`src/rtl/core/tccw_pkg.sv`:
```
// package: types, constants and code tables for the text console character writer
`default_nettype none
package tccw_pkg;
    localparam int NUM_COLS = 40;
    localparam int NUM_ROWS = 25;
    localparam int NUM_CELLS = NUM_COLS * NUM_ROWS;
    localparam int CW = $clog2(NUM_COLS);
    localparam int RW = $clog2(NUM_ROWS);
    localparam int AW = $clog2(NUM_CELLS);
    localparam int DW = 12;

    localparam logic [7:0] CH_RETURN = 8'h0D;
    localparam logic [7:0] CH_DELETE = 8'h14;
    localparam logic [7:0] CH_CLEAR  = 8'h93;
    localparam logic [7:0] CH_HOME   = 8'h13;
    localparam logic [7:0] CH_RVS_ON = 8'h12;
    localparam logic [7:0] CH_RVS_OFF = 8'h92;
    localparam logic [7:0] CH_DOWN   = 8'h11;
    localparam logic [7:0] CH_UP     = 8'h91;
    localparam logic [7:0] CH_RIGHT  = 8'h1D;
    localparam logic [7:0] CH_LEFT   = 8'h9D;
    localparam logic [7:0] RVS_BIT   = 8'h80;
    localparam logic [7:0] SPACE     = 8'd32;
    localparam logic [3:0] START_COLOR_RESET = 4'd14;
    localparam logic [1:0] REG_START_COLOR = 2'd0;

    typedef struct packed {
        logic       action;
        logic [7:0] char_code;
        logic       from_keyboard;
        logic [9:0] cell_offset;
    } in_item_t;

    typedef struct packed {
        logic [7:0] cell_code;
        logic [3:0] cell_color;
        logic [5:0] cursor_col;
        logic [4:0] cursor_row;
        logic       reverse_on;
        logic [3:0] ink_color;
    } out_item_t;

    // controller to datapath
    typedef struct packed {
        logic          load;      // latch the input item and decode it
        logic          fill_wr;   // write fill cell at sweep address
        logic          copy_rd;   // read cell at sweep address plus one row
        logic          copy_wr;   // write read data at sweep address
        logic          cell_wr;   // write char cell at cursor
        logic          look_rd;   // read cell at cell offset
        logic          out_load;  // capture result
        logic [AW-1:0] addr;
        logic          finish;    // apply cursor and mode update
        logic          scroll_fix;
    } dp_cmd_t;

    // datapath to controller
    typedef struct packed {
        logic is_read;
        logic is_clear;
        logic is_cell;
        logic need_scroll;
    } dp_stat_t;

    function automatic logic [4:0] ink_code(input logic [7:0] c);
        logic [4:0] r;
        case (c)
            8'd144: r = 5'h10; 8'd5: r = 5'h11; 8'd28: r = 5'h12; 8'd159: r = 5'h13;
            8'd156: r = 5'h14; 8'd30: r = 5'h15; 8'd31: r = 5'h16; 8'd158: r = 5'h17;
            8'd129: r = 5'h18; 8'd149: r = 5'h19; 8'd150: r = 5'h1A; 8'd151: r = 5'h1B;
            8'd152: r = 5'h1C; 8'd153: r = 5'h1D; 8'd154: r = 5'h1E; 8'd155: r = 5'h1F;
            default: r = 5'h00;
        endcase
        return r;
    endfunction

    function automatic logic [7:0] to_screen(input logic [7:0] c);
        logic [7:0] r;
        if (c < 8'h20) r = c + 8'h80;
        else if (c < 8'h40) r = c;
        else if (c < 8'h60) r = c - 8'h40;
        else if (c < 8'h80) r = c - 8'h20;
        else if (c < 8'hA0) r = c + 8'h40;
        else if (c < 8'hC0) r = c - 8'h40;
        else if (c < 8'hFF) r = c - 8'h80;
        else r = 8'h5E;
        return r;
    endfunction
endpackage
`default_nettype wire

```
`src/rtl/core/tccw_init.sv`:
```
// reset clearing pass over the screen store
`default_nettype none
module tccw_init (
    input  wire logic                   clk,
    input  wire logic                   rst_n,
    output logic                        active,
    output logic [tccw_pkg::AW-1:0]     addr
);
    localparam logic [tccw_pkg::AW-1:0] LAST_CELL = tccw_pkg::AW'(tccw_pkg::NUM_CELLS - 1);
    logic active_reg;
    logic [tccw_pkg::AW-1:0] addr_reg;

    always_ff @(posedge clk or negedge rst_n)
    begin
        if (!rst_n)
        begin
            active_reg <= 1'b1;
            addr_reg <= '0;
        end
        else if (active_reg)
        begin
            addr_reg <= addr_reg + 1'b1;
            if (addr_reg == LAST_CELL) active_reg <= 1'b0;
        end
    end

    assign active = active_reg;
    assign addr = addr_reg;
endmodule
`default_nettype wire

```
`config.mk`:
```
export PLATFORM = sky130hd
export DESIGN_NAME = tccw_init
export DESIGN_NICKNAME = d
export VERILOG_FILES = /design/src/rtl/core/tccw_pkg.sv /design/src/rtl/core/tccw_init.sv
export SDC_FILE = /design/constraint.sdc
export NUM_CORES = 1
export LEC_CHECK = 0
export ABC_AREA = 0
export ABC_CLOCK_PERIOD_IN_PS = 3200
export BUFFER_PORTS_ARGS = -buffer_cell sky130_fd_sc_hd__buf_2
export CORE_AREA = 2 2 39 41
export CTS_BUF_LIST = sky130_fd_sc_hd__clkbuf_16
export DETAILED_ROUTE_END_ITERATION = 6
export DIE_AREA = 0 0 41 43
export GPL_TIMING_DRIVEN = 1
export HOLD_SLACK_MARGIN = 0.05
export PLACE_DENSITY = 0.58
export SLEW_MARGIN = 20
export SYNTH_ARGS = -nofsm -noshare
export SYNTH_HDL_FRONTEND = slang
export SYNTH_SLANG_ARGS = --single-unit
```
`constraint.sdc`:
```
create_clock -name clk -period 3.2 [get_ports clk]
set_input_delay 0.48 -clock clk [delete_from_list [all_inputs] [get_ports clk]]
set_output_delay 0.48 -clock clk [all_outputs]
set_load 0.01 [all_outputs]
```
==> qor.yml <==
maxSlewHeadroom_pct: 83.49
cp.arrival_ns: 1.00
area_growth_pct: 30.33
place_congestion: 0.6504
antenna_found_initial: 0
required_ns: 2.72
wirelength_um: 841
finalPower_uw: 365.2
synth_cells: 39
rr_endpoint: "addr[6]"
layout_common_cells: "buf_2, dfrtp_1, xnor2_1, xor2_1"
holdCritPathClass: "in2async"
grt_pass1_vias: 306
mostFrequentLayoutCell: "buf_2"
cts_buffer_depth: 2
fmax_mhz: 674.5
power.density_mw_per_mm2: 561.4
path_clk_slew_ns: 0.04
drt_first_pass_iters: 4
fin_tns_setup_ns: 0
start_util_pct: 36.08
clock-root-buffer: "clkbuf_16"
drc_errors: 0
path_buf_inv: 1
hold_violations: 0
crit_type: "reg2out"
final.setup_skew_ns: 0.002472
worstMarginPinSlew_ns: 0.2476
fin_nets: 58
synth_seq_cells: 11
netlist_area_um2: 499.2
fp.dieW_um: 41
num_rows: 14
setup_viol: 0
avgSynthCellArea_um2: 12.80
synth_nets: 42
reg2reg_depth: 3
grt_pass1_wl_um: 1373
cp_max_fo: 9
yosys_warnings: 0
htreeDepth: 1
wl_per_cell_um: 12.01
cts_tree: "yes"
grt_busiest_layer: "met1"
ioPinCount: 13
met1_usage_pct: 16.44
antenna_cells: 0
crit_chain: "buf_2"
slowest_stage: "dfstp_2"
viasPerCell: 4.929
static-leakage-power_nw: 0.3485
worst_setup_path_start_kind: "flop"
synth_cell_types: 18
gr-total-overflow: 0
ys_seq_area_share_pct: 55.39
antenna_left: 0
grt_use_met3_pct: 4.712
finalCritPeriodShare_pct: 46.33
path_delay_family: "flip-flops"
hold_buffers: 0
finalMaxSlewViolations: 0
cts_buffers: 3
yosys.area.top_type: "dfrtp_1"
netlist_top_cells_area: "dfrtp_1, xnor2_1, xor2_1"
core_area_mm2: 0.001384
dieArea_mm2: 0.001763
grt_max_degree: 12
cts_setup_buffers: 0
cts.sinks: 11
layout_min_cycle_time_ns: 1.483
synth_top_area_share_pct: 50.13
rsz0062_at_grt: "no"
cts_resized: 0
r2r_start: "active"
end_kind: "output pin"
die_h_um: 43
outcome: "completed"
grt.met2_usage_pct: 15.63
largest_reg_flops: 10
vdd.ir_drop.worst_mv: 0.3398
critical-path-max-stage-delay_ns: 0.61
drtIter0Drc: 7
maxCapViolations: 0
r2r_slack_ns: 2.00
clkLatencyLatePin_ns: 0.23
drive_above_1_share_pct: 40.74
numPortBuffers: 12
groute.usage.overall_pct: 12.51
dr_total_vias: 345
-- worst reg2reg max path: stages, from the launching register on --
cell and delay, ns:
dfstp_2 0.61, and4_1 0.24, nand3_1 0.10, xnor2_1 0.14
-- synth_stat cells --
cell / instances
nand2_1: 2
ha_1: 1
dfstp_2: 1
nand3_1: 2
and4_1: 1
xor2_1: 4
nand4_2: 1
and3_2: 1
mux2_2: 1
nand4b_1: 1
xnor2_1: 5
nand4_1: 3
dfrtp_1: 10
buf_4: 1
nand2_2: 1
nor2_1: 1
nor3_2: 2
o31a_1: 1
-- per-layer routing --
layer  share of wire, %  vias up
li1                   -      168
met1                 49      166
met2                 44        9
met3                5.5        2
met4                1.2        0
met5                  0        -
-- worst max-delay path by stage --
| stage | start | to | slack [ns] | depth (start not counted) |
|---|---|---|---|---|
| floorplan | active | addr[6] | 1.97 | 4 |
| global placement | active | active | 1.97 | 1 |
| detailed placement | active | active | 1.96 | 1 |
| CTS | active | active | 1.71 | 1 |
| global route | active | active | 1.68 | 1 |
| finish | active | active | 1.72 | 1 |
-- power breakdown --
group          switching, mW  internal, mW
sequential                 0         0.140
combinational        0.00254      0.000449
clock                 0.0588         0.164
total                 0.0613         0.304
-- kinds of logic after synthesis --
family	after synthesis	synth area share, %
AOI/OAI and AO/OA	1	1.755
muxes	1	2.255
xor gates and xnor gates	9	15.79
and+or+nand+nor	15	20.80
adders and majority gates	1	2.506
DFF	11	55.39
buffers and inverters	1	1.504
-- cell type report --
class                   count  area [µm²]
well taps                  16       20.02
clock inverters             1       3.754
multi-input cells          27       215.2
clock buffers               3       75.07
flip-flops and latches     11       276.5
repair buffers             12       60.06
fillers                   137       733.2
-- metrics by stage --
| stage | instances | worst slack (ns) | hold slack [ns] | util, % | instance area, µm² |
|---|---|---|---|---|---|
| floorplan | 39 | 1.967 | 0.1844 | - | 499.2 |
| global placement | 66 | 1.970 | 0.3630 | 41.32 | 571.8 |
| detailed placement | 66 | 1.963 | 0.3627 | 41.32 | 571.8 |
| CTS | 70 | 1.713 | 0.1135 | 47.02 | 650.6 |
| global route | 70 | 1.678 | 0.1287 | 47.02 | 650.6 |
| finish | 70 | 1.717 | 0.1043 | 47.02 | 650.6 |
Note: power is estimated with default switching activity, not from simulation.
