==> src/rtl/core/tccw_pkg.sv <==
// package: types, constants and code tables for the text console character writer
`default_nettype none
package tccw_pkg;
    localparam int NUM_COLS = 40;
    localparam int NUM_ROWS = 25;
    localparam int NUM_CELLS = NUM_COLS * NUM_ROWS;
    localparam int CW = $clog2(NUM_COLS);
    localparam int RW = $clog2(NUM_ROWS);
    localparam int AW = $clog2(NUM_CELLS);
    localparam int DW = 12;

    localparam logic [7:0] CH_RETURN = 8'h0D;
    localparam logic [7:0] CH_DELETE = 8'h14;
    localparam logic [7:0] CH_CLEAR  = 8'h93;
    localparam logic [7:0] CH_HOME   = 8'h13;
    localparam logic [7:0] CH_RVS_ON = 8'h12;
    localparam logic [7:0] CH_RVS_OFF = 8'h92;
    localparam logic [7:0] CH_DOWN   = 8'h11;
    localparam logic [7:0] CH_UP     = 8'h91;
    localparam logic [7:0] CH_RIGHT  = 8'h1D;
    localparam logic [7:0] CH_LEFT   = 8'h9D;
    localparam logic [7:0] RVS_BIT   = 8'h80;
    localparam logic [7:0] SPACE     = 8'd32;
    localparam logic [3:0] START_COLOR_RESET = 4'd14;
    localparam logic [1:0] REG_START_COLOR = 2'd0;

    typedef struct packed {
        logic       action;
        logic [7:0] char_code;
        logic       from_keyboard;
        logic [9:0] cell_offset;
    } in_item_t;

    typedef struct packed {
        logic [7:0] cell_code;
        logic [3:0] cell_color;
        logic [5:0] cursor_col;
        logic [4:0] cursor_row;
        logic       reverse_on;
        logic [3:0] ink_color;
    } out_item_t;

    // controller to datapath
    typedef struct packed {
        logic          load;      // latch the input item and decode it
        logic          fill_wr;   // write fill cell at sweep address
        logic          copy_rd;   // read cell at sweep address plus one row
        logic          copy_wr;   // write read data at sweep address
        logic          cell_wr;   // write char cell at cursor
        logic          look_rd;   // read cell at cell offset
        logic          out_load;  // capture result
        logic [AW-1:0] addr;
        logic          finish;    // apply cursor and mode update
        logic          scroll_fix;
    } dp_cmd_t;

    // datapath to controller
    typedef struct packed {
        logic is_read;
        logic is_clear;
        logic is_cell;
        logic need_scroll;
    } dp_stat_t;

    function automatic logic [4:0] ink_code(input logic [7:0] c);
        logic [4:0] r;
        case (c)
            8'd144: r = 5'h10; 8'd5: r = 5'h11; 8'd28: r = 5'h12; 8'd159: r = 5'h13;
            8'd156: r = 5'h14; 8'd30: r = 5'h15; 8'd31: r = 5'h16; 8'd158: r = 5'h17;
            8'd129: r = 5'h18; 8'd149: r = 5'h19; 8'd150: r = 5'h1A; 8'd151: r = 5'h1B;
            8'd152: r = 5'h1C; 8'd153: r = 5'h1D; 8'd154: r = 5'h1E; 8'd155: r = 5'h1F;
            default: r = 5'h00;
        endcase
        return r;
    endfunction

    function automatic logic [7:0] to_screen(input logic [7:0] c);
        logic [7:0] r;
        if (c < 8'h20) r = c + 8'h80;
        else if (c < 8'h40) r = c;
        else if (c < 8'h60) r = c - 8'h40;
        else if (c < 8'h80) r = c - 8'h20;
        else if (c < 8'hA0) r = c + 8'h40;
        else if (c < 8'hC0) r = c - 8'h40;
        else if (c < 8'hFF) r = c - 8'h80;
        else r = 8'h5E;
        return r;
    endfunction
endpackage
`default_nettype wire

==> src/rtl/core/tccw_ctrl.sv <==
// controller: sequences decode, cell write, clear and scroll sweeps, read and result
`default_nettype none
module tccw_ctrl (
    input  wire logic               clk,
    input  wire logic               rst_n,
    input  wire logic               in_fire,
    input  wire logic               out_fire,
    input  wire tccw_pkg::dp_stat_t stat,
    output tccw_pkg::dp_cmd_t       cmd,
    output logic                    busy,
    output logic                    out_valid
);
    localparam int AW = tccw_pkg::AW;
    localparam logic [AW-1:0] LAST_CELL = AW'(tccw_pkg::NUM_CELLS - 1);
    localparam logic [AW-1:0] COPY_END = AW'(tccw_pkg::NUM_CELLS - tccw_pkg::NUM_COLS);

    typedef enum logic [8:0] {
        S_IDLE  = 9'b000000001,
        S_DEC   = 9'b000000010,
        S_CLR   = 9'b000000100,
        S_WCELL = 9'b000001000,
        S_COPY  = 9'b000010000,
        S_COPYW = 9'b000100000,
        S_BLANK = 9'b001000000,
        S_READ  = 9'b010000000,
        S_OUT   = 9'b100000000
    } state_t;

    state_t state_reg, state_next;
    logic [AW-1:0] addr_reg, addr_next;
    logic ov_reg, ov_next;

    always_comb
    begin
        state_next = state_reg;
        addr_next = addr_reg;
        ov_next = ov_reg;
        cmd = '0;
        cmd.addr = addr_reg;
        if (out_fire) ov_next = 1'b0;
        case (state_reg)
            S_IDLE:
            begin
                if (in_fire)
                begin
                    cmd.load = 1'b1;
                    state_next = S_DEC;
                end
            end
            S_DEC:
            begin
                cmd.finish = 1'b1;
                addr_next = '0;
                if (stat.is_clear) state_next = S_CLR;
                else state_next = S_WCELL;
            end
            S_CLR:
            begin
                cmd.fill_wr = 1'b1;
                addr_next = addr_reg + 1'b1;
                if (addr_reg == LAST_CELL) state_next = S_READ;
            end
            S_WCELL:
            begin
                cmd.cell_wr = stat.is_cell;
                addr_next = '0;
                state_next = stat.need_scroll ? S_COPY : S_READ;
            end
            S_COPY:
            begin
                cmd.copy_rd = 1'b1;
                state_next = S_COPYW;
            end
            S_COPYW:
            begin
                cmd.copy_wr = 1'b1;
                addr_next = addr_reg + 1'b1;
                state_next = (addr_reg == COPY_END - 1'b1) ? S_BLANK : S_COPY;
            end
            S_BLANK:
            begin
                cmd.fill_wr = 1'b1;
                addr_next = addr_reg + 1'b1;
                if (addr_reg == LAST_CELL) state_next = S_READ;
            end
            S_READ:
            begin
                state_next = S_OUT;
            end
            S_OUT:
            begin
                if (!ov_reg || out_fire)
                begin
                    cmd.out_load = 1'b1;
                    ov_next = 1'b1;
                    state_next = S_IDLE;
                end
            end
            default: state_next = S_IDLE;
        endcase
    end

    assign busy = state_reg != S_IDLE;
    assign out_valid = ov_reg;

    always_ff @(posedge clk or negedge rst_n)
    begin
        if (!rst_n)
        begin
            state_reg <= S_IDLE;
            addr_reg <= '0;
            ov_reg <= 1'b0;
        end
        else
        begin
            state_reg <= state_next;
            addr_reg <= addr_next;
            ov_reg <= ov_next;
        end
    end
endmodule
`default_nettype wire

==> config.mk <==
export PLATFORM = sky130hd
export DESIGN_NAME = tccw_ctrl
export DESIGN_NICKNAME = d
export VERILOG_FILES = /design/src/rtl/core/tccw_pkg.sv /design/src/rtl/core/tccw_ctrl.sv
export SDC_FILE = /design/constraint.sdc
export NUM_CORES = 1
export LEC_CHECK = 0
export BUFFER_PORTS_ARGS = -buffer_cell sky130_fd_sc_hd__buf_2
export CORE_ASPECT_RATIO = 1.25
export CORE_MARGIN = 3
export CORE_UTILIZATION = 45
export CTS_CLUSTER_DIAMETER = 50
export CTS_CLUSTER_SIZE = 14
export DETAILED_ROUTE_END_ITERATION = 16
export GPL_ROUTABILITY_DRIVEN = 1
export PLACE_DENSITY = 0.69
export SETUP_SLACK_MARGIN = 0.15
export SLEW_MARGIN = 5
export SYNTH_ARGS = -nofsm -noshare
export SYNTH_HDL_FRONTEND = slang
export SYNTH_SLANG_ARGS = --single-unit
==> constraint.sdc <==
create_clock -name clk -period 5.4 [get_ports clk]
set_clock_uncertainty 0.15 [all_clocks]
set_input_delay 0.81 -clock clk [delete_from_list [all_inputs] [get_ports clk]]
set_output_delay 0.81 -clock clk [all_outputs]
set_load 0.02 [all_outputs]
==> metrics.yaml <==
routing:
  wire_per_inst_um: 14.4
  vias: 1065
  route.detailed.drc: 0
  routed_via_density: 5.58
  drtAntennaViolNets: 0
  firstDrtPassIters: 4
  wirelength_mm: 2.74
  drt-initial-drc-count: 23
synthesis:
  synth.distinct_cells: 47
  synth-edff-count: 0
  yosys_warnings: 0
  synth_ff_type: "dfrtp_1"
  syn_inst: 136
  ys_seq_area_share_pct: 39.9
  synth.cell_area_um2: 1260
  synthArstFlopShare_pct: 100
  synth_area_per_cell_um2: 9.24
  ys_ff_latch: 20
clock_network:
  ctsHoldBuffers: 0
  cts_tree: "built"
  root_buffer: "clkbuf_4"
  numClockSinks: 20
  cts.clk_slew.worst_paths_ns: 0.11
  cts_resized: 0
  cts_buffers: 3
  cts_buffer_depth: 2
  clkLatencyLatePin_ns: 0.30
  htree_levels: 1
  cts_setup_buffers: 0
timing:
  hold_viol: 0
  finalCritPeriodShare_pct: 53.5
  rsz0062_at_grt: "false"
  tightest_slew_ns: 0.729
  setup_violations: 0
  finalCriticalPeriod_ns: 2.89
  setup_tns_ns: 0
  drv_slew: 0
  slew_headroom_pct: 51.4
  max_freq_ghz: 0.346
  whs_ns: 0.295
layout:
  syn_to_final_growth_pct: 11.2
  nNetsFinal: 168
  antennaDiodeCount: 0
  largest_reg_flops: 10
  layout-drive-gt1-share_pct: 25.9
  fillerInstances: 265
outcome:
  status: "completed"
grt:
  grt_use_met1_pct: 24.1
  grtUsageTotal_pct: 18.6
  grt_overflow: 0
  grt-busiest-layer: "met2"
  grt_max_degree: 21
  grt_use_met2_pct: 29.4
  grt_pass1_vias: 1004
  grt_pass1_wl_mm: 4.78
  antenna_found_initial: 0
  grt_use_met3_pct: 2.76
floorplan:
  core_um2: 2550
  die_x_um: 53.3
  placementRows: 20
  ioPinCount: 29
  start_util_pct: 49.2
  die_h_um: 65.1
  die_area_um2: 3470
worst_setup_path:
  cp_max_fo: 7
  crit_path_start_kind: "register"
  rrSetupSlack_ns: 3.22
  crit_path_end_kind: "output pin"
  critPathArrivalTime_ns: 1.93
  critPathRequiredTime_ns: 4.44
  worstSetupPathType: "register to output pin"
placed_design:
  io_buffers: 25
  hpwl_mm: 2.02
  gp_congestion: 0.901
pwr:
  vdd_ir_drop_max_v: 0.000186
  power_density_nw_per_um2: 339
  cellLeakagePower_uw: 0.000695
flow_run:
  max_cap_violations: 0
min_path:
  hp-class: "primary input to async pin"
[placed cells by master, fill, tap and decap left out, types with 3 or more instances in the layout]
cell type and count:
xnor2_1 3, nor2b_1 3, nor2_1 19, dfrtp_1 19
o21ai_0 14, clkbuf_4 3, buf_2 25, xor2_1 3
nand2b_1 3, nand2_1 10, nor3_1 6, nand3_1 4
and3_1 5, inv_1 4
[cells by family (layout without fill, tap and decap cells)]
kind of cell               Yosys count  in the layout  share of synthesized area (%)
and+or+nand+nor                     65             65                           31.1
AOI/OAI and AO/OA                   31             31                           17.8
DFF                                 20             20                           39.9
buffers and inverters               12             33                           5.68
xor gates and xnor gates             6              6                           4.18
adders and majority gates            1              1                          0.996
other                                1              2                          0.299
[cell usage after synthesis (all sizes together), types with 3 or more instances]
cell type / number / share of area [%]
a21oi: 3 / 1.5
o21ai: 15 / 6.0
dfrtp: 19 / 38
inv: 4 / 1.2
nor4: 3 / 3.7
nor2: 19 / 5.7
buf: 6 / 3.8
nor2b: 3 / 1.5
and3: 5 / 2.5
nand2: 10 / 3.0
nor3: 6 / 2.4
xor2: 3 / 2.1
nand2b: 3 / 1.5
nand3: 5 / 2.4
xnor2: 3 / 2.1
[through the flow]
stage / setup slack [ns] / total power (uW) / area [um^2] / util [%] / instances
CTS: 2.48 / 479 / 1400 / 54.7 / 191
floorplan: 2.91 / 363 / 1260 / - / 137
detailed placement: 2.83 / 403 / 1370 / 53.7 / 187
finish: 2.51 / 474 / 1400 / 54.7 / 191
global route: 2.37 / 512 / 1400 / 54.7 / 191
global placement: 2.85 / 398 / 1370 / 53.7 / 187
[cell type report]
cell class              count  area, um^2  area share [%]
well taps                  33        41.3            2.96
flip-flops and latches     20         502            35.9
repair buffers             25         125            8.96
inverters                   4        15.0            1.08
multi-input cells         105         687            49.2
clock buffers               4        26.3            1.88
[worst paths after layout]
kind / start / to / cells past startpoint
max in group asynchronous: rst_n / state_reg[0]$_DFFE_PN1P_ / 1
worst max-delay path: state_reg[2]$_DFFE_PN0P_ / cmd[14] / 5
worst min register to register: addr_reg[9]$_DFFE_PN0P_ / addr_reg[9]$_DFFE_PN0P_ / 1
worst min-delay path: rst_n / addr_reg[6]$_DFFE_PN0P_ / 1
worst max register to register: state_reg[2]$_DFFE_PN0P_ / addr_reg[6]$_DFFE_PN0P_ / 5
min in group clk: addr_reg[9]$_DFFE_PN0P_ / addr_reg[9]$_DFFE_PN0P_ / 1
[per-layer routing]
metal / wire length (um) / vias to the layer above / share of wire [%]
met2: 1340 / 23 / 49
met4: 42 / 0 / 1.5
met1: 1250 / 507 / 46
met3: 104 / 6 / 3.8
met5: 0 / - / 0
li1: - / 529 / -
[critical path, stage by stage, from the launching register on]
cell and delay [ns]:
dfrtp_1 0.49, nor4_2 0.36, and2b_2 0.28, and3_1 0.23
and2_1 0.13, buf_2 0.15
[where the power goes]
group | switching [uW] | internal, uW
Combinational | 114 | 81.6
Sequential | 36.4 | 168
Clock | 44.7 | 28.8
Total | 195 | 278
Power figures use the tool's default switching activity.
